`src/rtl/graph_shortest_path_reach_top_macros.svh`:
```
// Assertion helpers
`ifndef GRAPH_SHORTEST_PATH_REACH_TOP_MACROS_SVH
`define GRAPH_SHORTEST_PATH_REACH_TOP_MACROS_SVH

`ifndef SYNTHESIS
`define GSP_ASSERT(lbl, prop) \
    lbl: assert property (@(posedge i_clk) disable iff (!i_rst_n) prop) \
        else $error("gsp assertion failed");
`define GSP_NEVER(lbl, expr) \
    lbl: assert property (@(posedge i_clk) disable iff (!i_rst_n) !(expr)) \
        else $error("gsp forbidden condition");
`else
`define GSP_ASSERT(lbl, prop)
`define GSP_NEVER(lbl, expr)
`endif

`endif

```
`src/rtl/gsp_pkg.sv`:
```
package gsp_pkg;

    localparam int VERTICES    = 16;
    localparam int VTX_BITS    = $clog2(VERTICES);
    localparam int CNT_BITS    = VTX_BITS + 1;
    localparam int WEIGHT_BITS = 8;
    localparam int DIST_BITS   = 12;
    localparam int EDGE_DEPTH  = VERTICES * VERTICES;
    localparam int EDGE_ABITS  = 2 * VTX_BITS;
    localparam int VCNT_BITS   = 5;
    localparam int PADDR_BITS  = 3;

    localparam logic [DIST_BITS-1:0] UNREACH_CODE = 12'hFFF;
    localparam logic [DIST_BITS-1:0] TOP_REACH    = 12'hFFE;
    localparam logic [VCNT_BITS-1:0] VCOUNT_RST   = 5'd16;
    localparam logic [DIST_BITS-1:0] LIMIT_RST    = 12'd3;

    typedef enum logic [1:0] {
        REQ_EDGE  = 2'd0,
        REQ_DIST  = 2'd1,
        REQ_REACH = 2'd2
    } t_req;

    typedef enum logic [2:0] {
        S_IDLE,
        S_EDGE2,
        S_SEL,
        S_REL,
        S_DIST,
        S_SCAN,
        S_FLUSH
    } t_state;

    function automatic logic [DIST_BITS-1:0] f_report(input logic [DIST_BITS-1:0] d);
        return (d > TOP_REACH) ? TOP_REACH : d;
    endfunction

endpackage

```
`src/rtl/graph_shortest_path_reach_top.sv`:
```
// Channel   Direction  Handshake           Payload
// request   in         i_valid / o_stall   i_req_type i_vertex_a i_vertex_b i_edge_weight
// result    out        o_valid / i_stall   o_hit o_vertex_out o_path_weight o_unreachable o_last
// config    in         APB psel/penable    paddr pwdata prdata
// Set edge: one write per direction on the single RAM write port (S_IDLE, then S_EDGE2).
// Queries: per settled vertex a select pass over all vertices plus a relax pass over one
// matrix row (registered RAM read), then a final select pass.
// Then a distance query emits one result; a listing scans the vertices, then flushes the last.
// Edge weights read as zero after reset through per-entry valid flops; no clearing pass.
// The block takes one request at a time; a stalled result holds the sequencer.
`include "graph_shortest_path_reach_top_macros.svh"
module graph_shortest_path_reach_top import gsp_pkg::*; (
    input  logic                   i_clk,
    input  logic                   i_rst_n,
    input  logic                   i_valid,
    output logic                   o_stall,
    input  logic [1:0]             i_req_type,
    input  logic [3:0]             i_vertex_a,
    input  logic [3:0]             i_vertex_b,
    input  logic [7:0]             i_edge_weight,
    output logic                   o_valid,
    input  logic                   i_stall,
    output logic                   o_hit,
    output logic [3:0]             o_vertex_out,
    output logic [11:0]            o_path_weight,
    output logic                   o_unreachable,
    output logic                   o_last,
    input  logic                   psel,
    input  logic                   penable,
    input  logic                   pwrite,
    input  logic [PADDR_BITS-1:0]  paddr,
    input  logic [31:0]            pwdata,
    output logic [31:0]            prdata,
    output logic                   pready
);

    t_state r_state, n_state;
    t_req   r_type, n_type;
    logic [VTX_BITS-1:0]    r_a, n_a, r_b, n_b, r_cur, n_cur;
    logic [WEIGHT_BITS-1:0] r_wt, n_wt;
    logic [CNT_BITS-1:0]    r_v, n_v;
    logic [DIST_BITS-1:0]   r_best, n_best;
    logic                   r_found, n_found;
    logic [VERTICES-1:0]    r_settled, n_settled, r_inf, n_inf;
    logic [DIST_BITS-1:0]   r_dist [VERTICES];
    logic [DIST_BITS-1:0]   n_dist [VERTICES];
    logic                   r_pend, n_pend;
    logic [VTX_BITS-1:0]    r_pvtx, n_pvtx;
    logic [DIST_BITS-1:0]   r_pw, n_pw;
    logic [VCNT_BITS-1:0]   r_vcount;
    logic [DIST_BITS-1:0]   r_limit;
    logic [EDGE_DEPTH-1:0]  r_ev;
    logic                   r_rdv;

    logic                   r_ovalid, n_ovalid;
    logic                   r_ohit, n_ohit, r_ounr, n_ounr, r_olast, n_olast;
    logic [VTX_BITS-1:0]    r_ovtx, n_ovtx;
    logic [DIST_BITS-1:0]   r_opw, n_opw;

    logic                   w_accept, w_can_emit, w_emit;
    logic                   w_ehit, w_eunr, w_elast;
    logic [VTX_BITS-1:0]    w_evtx;
    logic [DIST_BITS-1:0]   w_epw;
    logic                   wr_en;
    logic [EDGE_ABITS-1:0]  wr_addr, rd_addr;
    logic [WEIGHT_BITS-1:0] wr_data, rd_data, w_w;
    logic [VTX_BITS-1:0]    w_vidx, w_pv, w_ridx;
    logic [DIST_BITS-1:0]   w_rd;
    logic                   w_rinf, w_rset;
    logic [DIST_BITS:0]     w_sum;
    logic                   w_relax, w_cand, w_scan_end, w_in_hit;
    logic [CNT_BITS-1:0]    w_span;
    logic                   w_pwr;

    gsp_ram #(
        .WIDTH(WEIGHT_BITS),
        .DEPTH(EDGE_DEPTH)
    ) u_edge_ram (
        .i_clk     (i_clk),
        .i_wr_en   (wr_en),
        .i_wr_addr (wr_addr),
        .i_wr_data (wr_data),
        .i_rd_addr (rd_addr),
        .o_rd_data (rd_data)
    );

    assign w_accept   = i_valid && (r_state == S_IDLE);
    assign o_stall    = (r_state != S_IDLE);
    assign w_can_emit = !r_ovalid || !i_stall;
    assign rd_addr    = {r_cur, r_v[VTX_BITS-1:0]};
    assign w_vidx     = r_v[VTX_BITS-1:0];
    assign w_pv       = w_vidx - VTX_BITS'(1);

    always_comb begin
        case (r_state)
            S_REL:   w_ridx = w_pv;
            S_DIST:  w_ridx = r_b;
            default: w_ridx = w_vidx;
        endcase
    end

    assign w_rd    = r_dist[w_ridx];
    assign w_rinf  = r_inf[w_ridx];
    assign w_rset  = r_settled[w_ridx];
    assign w_w     = r_rdv ? rd_data : '0;
    assign w_sum   = {1'b0, r_best} + (DIST_BITS+1)'(w_w);
    assign w_relax = (r_v != '0) && (w_w != '0) && (w_rinf || (w_sum < {1'b0, w_rd}));
    assign w_cand  = !w_rset && !w_rinf && (!r_found || (w_rd < r_best));

    always_comb begin
        if (32'(r_vcount) > VERTICES) begin
            w_span = CNT_BITS'(VERTICES);
        end else begin
            w_span = CNT_BITS'(r_vcount);
        end
    end

    assign w_scan_end = (r_v >= w_span);
    assign w_in_hit   = (w_vidx != r_a) && !w_rinf && (w_rd <= r_limit);

    // next state
    always_comb begin
        n_state = r_state;
        case (r_state)
            S_IDLE: begin
                if (w_accept) begin
                    case (i_req_type)
                        REQ_EDGE:             n_state = S_EDGE2;
                        REQ_DIST, REQ_REACH:  n_state = S_SEL;
                        default:              n_state = S_IDLE;
                    endcase
                end
            end
            S_EDGE2: n_state = S_IDLE;
            S_SEL: begin
                if (r_v == CNT_BITS'(VERTICES-1)) begin
                    if (r_found || w_cand) begin
                        n_state = S_REL;
                    end else if (r_type == REQ_DIST) begin
                        n_state = S_DIST;
                    end else begin
                        n_state = S_SCAN;
                    end
                end
            end
            S_REL: begin
                if (r_v == CNT_BITS'(VERTICES)) begin
                    n_state = S_SEL;
                end
            end
            S_DIST: begin
                if (w_can_emit) begin
                    n_state = S_IDLE;
                end
            end
            S_SCAN: begin
                if (w_scan_end) begin
                    n_state = S_FLUSH;
                end
            end
            S_FLUSH: begin
                if (w_can_emit) begin
                    n_state = S_IDLE;
                end
            end
            default: n_state = S_IDLE;
        endcase
    end

    // datapath and outputs
    always_comb begin
        n_type    = r_type;
        n_a       = r_a;
        n_b       = r_b;
        n_wt      = r_wt;
        n_cur     = r_cur;
        n_v       = r_v;
        n_best    = r_best;
        n_found   = r_found;
        n_settled = r_settled;
        n_inf     = r_inf;
        n_dist    = r_dist;
        n_pend    = r_pend;
        n_pvtx    = r_pvtx;
        n_pw      = r_pw;
        wr_en     = 1'b0;
        wr_addr   = {i_vertex_a, i_vertex_b};
        wr_data   = i_edge_weight;
        w_emit    = 1'b0;
        w_ehit    = 1'b0;
        w_evtx    = '0;
        w_epw     = '0;
        w_eunr    = 1'b0;
        w_elast   = 1'b0;
        case (r_state)
            S_IDLE: begin
                if (w_accept) begin
                    n_type = t_req'(i_req_type);
                    n_a    = i_vertex_a;
                    n_b    = i_vertex_b;
                    n_wt   = i_edge_weight;
                    if (i_req_type == REQ_EDGE) begin
                        wr_en = 1'b1;
                    end
                    n_inf             = '1;
                    n_inf[i_vertex_a] = 1'b0;
                    n_dist[i_vertex_a] = '0;
                    n_settled         = '0;
                    n_found           = 1'b0;
                    n_v               = '0;
                    n_pend            = 1'b0;
                end
            end
            S_EDGE2: begin
                wr_en   = 1'b1;
                wr_addr = {r_b, r_a};
                wr_data = r_wt;
            end
            S_SEL: begin
                if (w_cand) begin
                    n_found = 1'b1;
                    n_best  = w_rd;
                    n_cur   = w_vidx;
                end
                if (r_v == CNT_BITS'(VERTICES-1)) begin
                    n_v = '0;
                    if (w_cand) begin
                        n_settled[w_vidx] = 1'b1;
                    end else if (r_found) begin
                        n_settled[r_cur] = 1'b1;
                    end
                end else begin
                    n_v = r_v + CNT_BITS'(1);
                end
            end
            S_REL: begin
                if (w_relax) begin
                    n_dist[w_pv] = w_sum[DIST_BITS-1:0];
                    n_inf[w_pv]  = 1'b0;
                end
                if (r_v == CNT_BITS'(VERTICES)) begin
                    n_v     = '0;
                    n_found = 1'b0;
                end else begin
                    n_v = r_v + CNT_BITS'(1);
                end
            end
            S_DIST: begin
                w_emit  = w_can_emit;
                w_ehit  = !w_rinf;
                w_evtx  = r_b;
                w_epw   = w_rinf ? UNREACH_CODE : f_report(w_rd);
                w_eunr  = w_rinf;
                w_elast = 1'b1;
            end
            S_SCAN: begin
                if (!w_scan_end && !(w_in_hit && r_pend && !w_can_emit)) begin
                    n_v = r_v + CNT_BITS'(1);
                    if (w_in_hit) begin
                        w_emit = r_pend;
                        w_ehit = 1'b1;
                        w_evtx = r_pvtx;
                        w_epw  = r_pw;
                        n_pend = 1'b1;
                        n_pvtx = w_vidx;
                        n_pw   = f_report(w_rd);
                    end
                end
            end
            S_FLUSH: begin
                w_emit  = w_can_emit;
                w_ehit  = r_pend;
                w_evtx  = r_pend ? r_pvtx : '0;
                w_epw   = r_pend ? r_pw : '0;
                w_elast = 1'b1;
            end
            default: ;
        endcase

        n_ovalid = r_ovalid;
        n_ohit   = r_ohit;
        n_ovtx   = r_ovtx;
        n_opw    = r_opw;
        n_ounr   = r_ounr;
        n_olast  = r_olast;
        if (w_emit) begin
            n_ovalid = 1'b1;
            n_ohit   = w_ehit;
            n_ovtx   = w_evtx;
            n_opw    = w_epw;
            n_ounr   = w_eunr;
            n_olast  = w_elast;
        end else if (!i_stall) begin
            n_ovalid = 1'b0;
        end
    end

    assign w_pwr = psel && penable && pwrite;

    always_ff @(posedge i_clk) begin
        if (!i_rst_n) begin
            r_state  <= S_IDLE;
            r_ovalid <= 1'b0;
            r_vcount <= VCOUNT_RST;
            r_limit  <= LIMIT_RST;
            r_ev     <= '0;
        end else begin
            r_state  <= n_state;
            r_ovalid <= n_ovalid;
            if (w_pwr) begin
                if (paddr[2]) begin
                    r_limit <= pwdata[DIST_BITS-1:0];
                end else begin
                    r_vcount <= pwdata[VCNT_BITS-1:0];
                end
            end
            if (wr_en) begin
                r_ev[wr_addr] <= 1'b1;
            end
        end
    end

    always_ff @(posedge i_clk) begin
        r_type    <= n_type;
        r_a       <= n_a;
        r_b       <= n_b;
        r_wt      <= n_wt;
        r_cur     <= n_cur;
        r_v       <= n_v;
        r_best    <= n_best;
        r_found   <= n_found;
        r_settled <= n_settled;
        r_inf     <= n_inf;
        r_dist    <= n_dist;
        r_pend    <= n_pend;
        r_pvtx    <= n_pvtx;
        r_pw      <= n_pw;
        r_rdv     <= r_ev[rd_addr];
        r_ohit    <= n_ohit;
        r_ovtx    <= n_ovtx;
        r_opw     <= n_opw;
        r_ounr    <= n_ounr;
        r_olast   <= n_olast;
    end

    assign prdata        = paddr[2] ? {20'b0, r_limit} : {27'b0, r_vcount};
    assign pready        = 1'b1;
    assign o_valid       = r_ovalid;
    assign o_hit         = r_ohit;
    assign o_vertex_out  = r_ovtx;
    assign o_path_weight = r_opw;
    assign o_unreachable = r_ounr;
    assign o_last        = r_olast;

    `GSP_NEVER(a_no_overwrite, w_emit && r_ovalid && i_stall)
    `GSP_ASSERT(a_rel_settled, (r_state == S_REL) |-> r_settled[r_cur])
    `GSP_ASSERT(a_src_zero, (r_state == S_SEL) |-> (!r_inf[r_a] && (r_dist[r_a] == '0)))
    `GSP_ASSERT(a_last_idle, (w_emit && w_elast) |=> (r_state == S_IDLE))

endmodule

```
`src/rtl/gsp_ram.sv`:
```
module gsp_ram #(
    parameter int WIDTH = 8,
    parameter int DEPTH = 256
) (
    input  logic                     i_clk,
    input  logic                     i_wr_en,
    input  logic [$clog2(DEPTH)-1:0] i_wr_addr,
    input  logic [WIDTH-1:0]         i_wr_data,
    input  logic [$clog2(DEPTH)-1:0] i_rd_addr,
    output logic [WIDTH-1:0]         o_rd_data
);

    logic [WIDTH-1:0] r_mem [DEPTH];
    logic [WIDTH-1:0] r_rd_data;

    always_ff @(posedge i_clk) begin
        if (i_wr_en) begin
            r_mem[i_wr_addr] <= i_wr_data;
        end
        r_rd_data <= r_mem[i_rd_addr];
    end

    assign o_rd_data = r_rd_data;

endmodule

```
`config.mk`:
```
export PLATFORM = sky130hd
export DESIGN_NAME = graph_shortest_path_reach_top
export DESIGN_NICKNAME = d
export VERILOG_FILES = /design/src/rtl/gsp_pkg.sv /design/src/rtl/graph_shortest_path_reach_top.sv /design/src/rtl/gsp_ram.sv
export VERILOG_INCLUDE_DIRS = /design/src /design/src/rtl
export SDC_FILE = /design/constraint.sdc
export NUM_CORES = 2
export LEC_CHECK = 0
export ABC_AREA = 1
export BUFFER_PORTS_ARGS = -buffer_cell sky130_fd_sc_hd__clkbuf_2
export CAP_MARGIN = 10
export CORE_UTILIZATION = 60
export DETAILED_ROUTE_END_ITERATION = 6
export MAX_ROUTING_LAYER = met4
export PLACE_DENSITY_LB_ADDON = 0.05
export SYNTH_ARGS = -nofsm -noshare
export SYNTH_HDL_FRONTEND = slang
export SYNTH_HIERARCHICAL = 1
export SYNTH_SLANG_ARGS = --single-unit
```
`constraint.sdc`:
```
create_clock -name i_clk -period 14.44 [get_ports i_clk]
set_input_delay 2.888 -clock i_clk [delete_from_list [all_inputs] [get_ports i_clk]]
set_output_delay 2.888 -clock i_clk [all_outputs]
set_load 0.1 [all_outputs]
```
==> metrics.cfg <==
[yosys]
synthArstFlopShare_pct=0
synth_compound_area_share_pct=5.35
synth_cells=10500
synth_top_family_by_area=simple AND/OR/NAND/NOR gates
yosys_register_bits=2634
ys.flop_type=edfxtp_1
synth-edff-count=2348
netlist_area_mm2=0.112
synthMuxAreaShare_pct=0.0802
synth_xor_area_share_pct=0.116
yosysWarnings=6
synth-simple-area-share_pct=20.9
synth_cell_type_count=59
postSynthAreaPerCell_um2=10.7
seq_area_frac_synth_pct=67.9
synthAdderAreaFrac_pct=0.653

[grt]
grt_overflow=0
grtUsageTotal_pct=32.9
grt_pass1_wl_mm=453
antenna_found_initial=3
grt_pass1_vias=73300
grt_max_degree=291

[setup_path]
critical_path_class=flop to flop
worstPathMaxFanout=98
critPathCaptureType=flop
slowest_stage=nor2_2
critPathRequiredTime_ns=15.21
worst_path_most_repeated_cell=nand2_1
cp.depth=23
crit_chain=inv_2 -> nand3_4 -> buf_4 -> nand3_4 -> nand3_4 -> buf_4 -> nand2_1 -> o211ai_1 -> nand3_1 -> nand3_1 -> nand2_2 -> inv_1 -> ha_1 -> a21oi_1 -> nor2_1 -> a211oi_1 -> o221a_2 -> nand2_1 -> nand2_1 -> nand2_2 -> nor2_2 -> nand3_1 -> nand2_1
cpPeakStageDelay_ns=0.91
reg2reg_depth=23
startpoint_type=flop
cp_top_family=simple AND/OR/NAND/NOR gates
path_buf_inv=4
cp_data_arrival_time_ns=8.48

[routing]
route.detailed.drc=0
vias_per_cell=6.12
vias=79000
drt_iter0_drc=10300
antenna_left=0
drtPass1Iterations=6
wl_per_cell_um=23.6
wl_mm=305

[clock_tree]
clock_sinks=2634
post_cts_resized=0
cts-hold-fix-buffers=0
cts_tree=yes
clk_latency_ns=0.94
cts_htree_levels=5
clock_path_buffers=4
cts_root_buf=clkbuf_16
numCtsBuffers=286
cts.clk_slew.worst_paths_ns=0.06
cts_setup_buffers=0

[finish]
final_area_mm2=0.122
utilization_pct=65.7
multi_input_area_mm2=0.0307
regArea_mm2=0.0762
final_cell_mix=2554 x nand2_1, 2348 x edfxtp_1, 2239 x nand3_1, 544 x a21oi_1, 535 x nor2_1
layout_commonest_cell=nand2_1
fin_cells=12900
drive_above_1_share_pct=6.37
fin_nets=10300
syn2layout_area_growth_pct=8.66
fillCellCount=14300

[sta]
skew_ns=0.0450
worst_slew_pin_slew_ns=1.49
slew_headroom_pct=0.360
fmax_mhz=130
rsz0062_at_grt=no
min_period_ns=7.71
hold_violations=0
min_period_over_period_pct=53.4
setup_violations=0
setup_ws_ns=6.73
final.setup.tns_ns=0
maxSlewViolCount=0
holdWs_ns=0.455

[power]
p_leak_nw=43.2
combPwrFrac_pct=34.8
p_sw_mw=9.70
pwr_density_cell_mw_per_mm2=208
switching_share_pct=38.3
seqPwrFrac_pct=37.9
internal-power_mw=15.6
ir_worst_vdd_v=0.000213
finalPower_mw=25.3
pwr-share-clk_pct=27.3

[floorplan]
initial_core_util_pct=60.5
die_area_mm2=0.189
rows=158
ios=114
fp.dieH_um=435
coreArea_mm2=0.186
chipWidth_um=435

[placement]
dp.cells=12400
dp.final_hpwl_mm=171
gp_congestion=0.934
place_area_mm2=0.113
pre_cts_slack_ns=6.94
portBuffers=70

[hold_path]
holdPathStages=2
min_path_type=flop to flop

[run_status]
status=finished clean

[job]
drv_cap=0

## area by class of cell
type,instances,share of cell area [%]
Multi-Input combinational cell,6622,25.2
Antenna cell,3,0.00615
Clock buffer,376,6.39
Clock inverter,102,0.729
Tap cell,2480,2.54
Timing Repair Buffer,192,1.11
Inverter,494,1.56
Sequential cell,2634,62.5
## logic make-up after synthesis
family	Yosys count
simple gates	5421
fa+ha+maj	58
mux	8
compound gates	1100
xor+xnor	14
buf+inv	1215
flops	2634
other cells	2
## sequential cells by signal (all words and copies together) (netlist names), 8 cells and up
name,count
r_best,12
u_edge_ram/o_rd_data,8
r_ev,256
r_settled,16
r_dist,192
r_limit,12
o_path_weight,12
u_edge_ram/r_mem,2048
r_inf,16
r_wt,8
r_pw,12
## power by group through the flow
stage          Sequential [mW]  Combinational [mW]  Clock (mW)
2_1_floorplan             9.75                5.95           0
3_3_place_gp              9.73                8.50           0
3_5_place_dp              9.75                8.65           0
4_1_cts                   9.59                8.69        6.99
5_1_grt                   9.63                9.54        7.29
6_report                  9.60                8.83        6.92
## metal layers
layer	vias up	global-route usage [%]	part of all wire (%)
met2	3963	50.1	47
met1	38300	45.8	41
met4	0	11.0	3.3
met3	571	4.87	9.4
li1	36100	-	-
met5	-	-	0
## worst register-to-register path: cells and delay by family (launching register included)
family	cells	cell delay, ns
flip-flops	1	0.57
AND/OR/NAND/NOR	14	3.91
AO/OA/AOI/OAI	4	0.86
adder cells (fa/ha/maj)	1	0.28
buffers and inverters	4	1.96
## final timing paths
kind,start,endpoint,slack [ns]
setup / recovery,r_state[2]$_SDFFE_PN0P_,r_settled[1]$_SDFFCE_PN0P_,6.73
hold / removal,r_ev[161]$_SDFFE_PN0P_,r_ev[161]$_SDFFE_PN0P_,0.45
setup reg to reg,r_state[2]$_SDFFE_PN0P_,r_settled[1]$_SDFFCE_PN0P_,6.73
hold reg to reg,r_ev[161]$_SDFFE_PN0P_,r_ev[161]$_SDFFE_PN0P_,0.45
## Yosys cell counts, drive strengths merged (15+ instances only)
master / count / share of area [%]
buf: 478 / 2.5
ha: 57 / 0.64
o21ai: 332 / 1.5
nand3: 2243 / 10
nor2: 545 / 1.9
edfxtp: 2348 / 63
a21boi: 16 / 0.14
dfxtp: 286 / 5.1
inv: 493 / 1.7
o22ai: 118 / 0.66
nor3: 28 / 0.20
nand2: 2578 / 8.7
a21oi: 548 / 2.5
o211ai: 51 / 0.35
clkbuf: 243 / 0.81
nand4: 15 / 0.084
No activity file was read; power rests on OpenSTA's default activity.
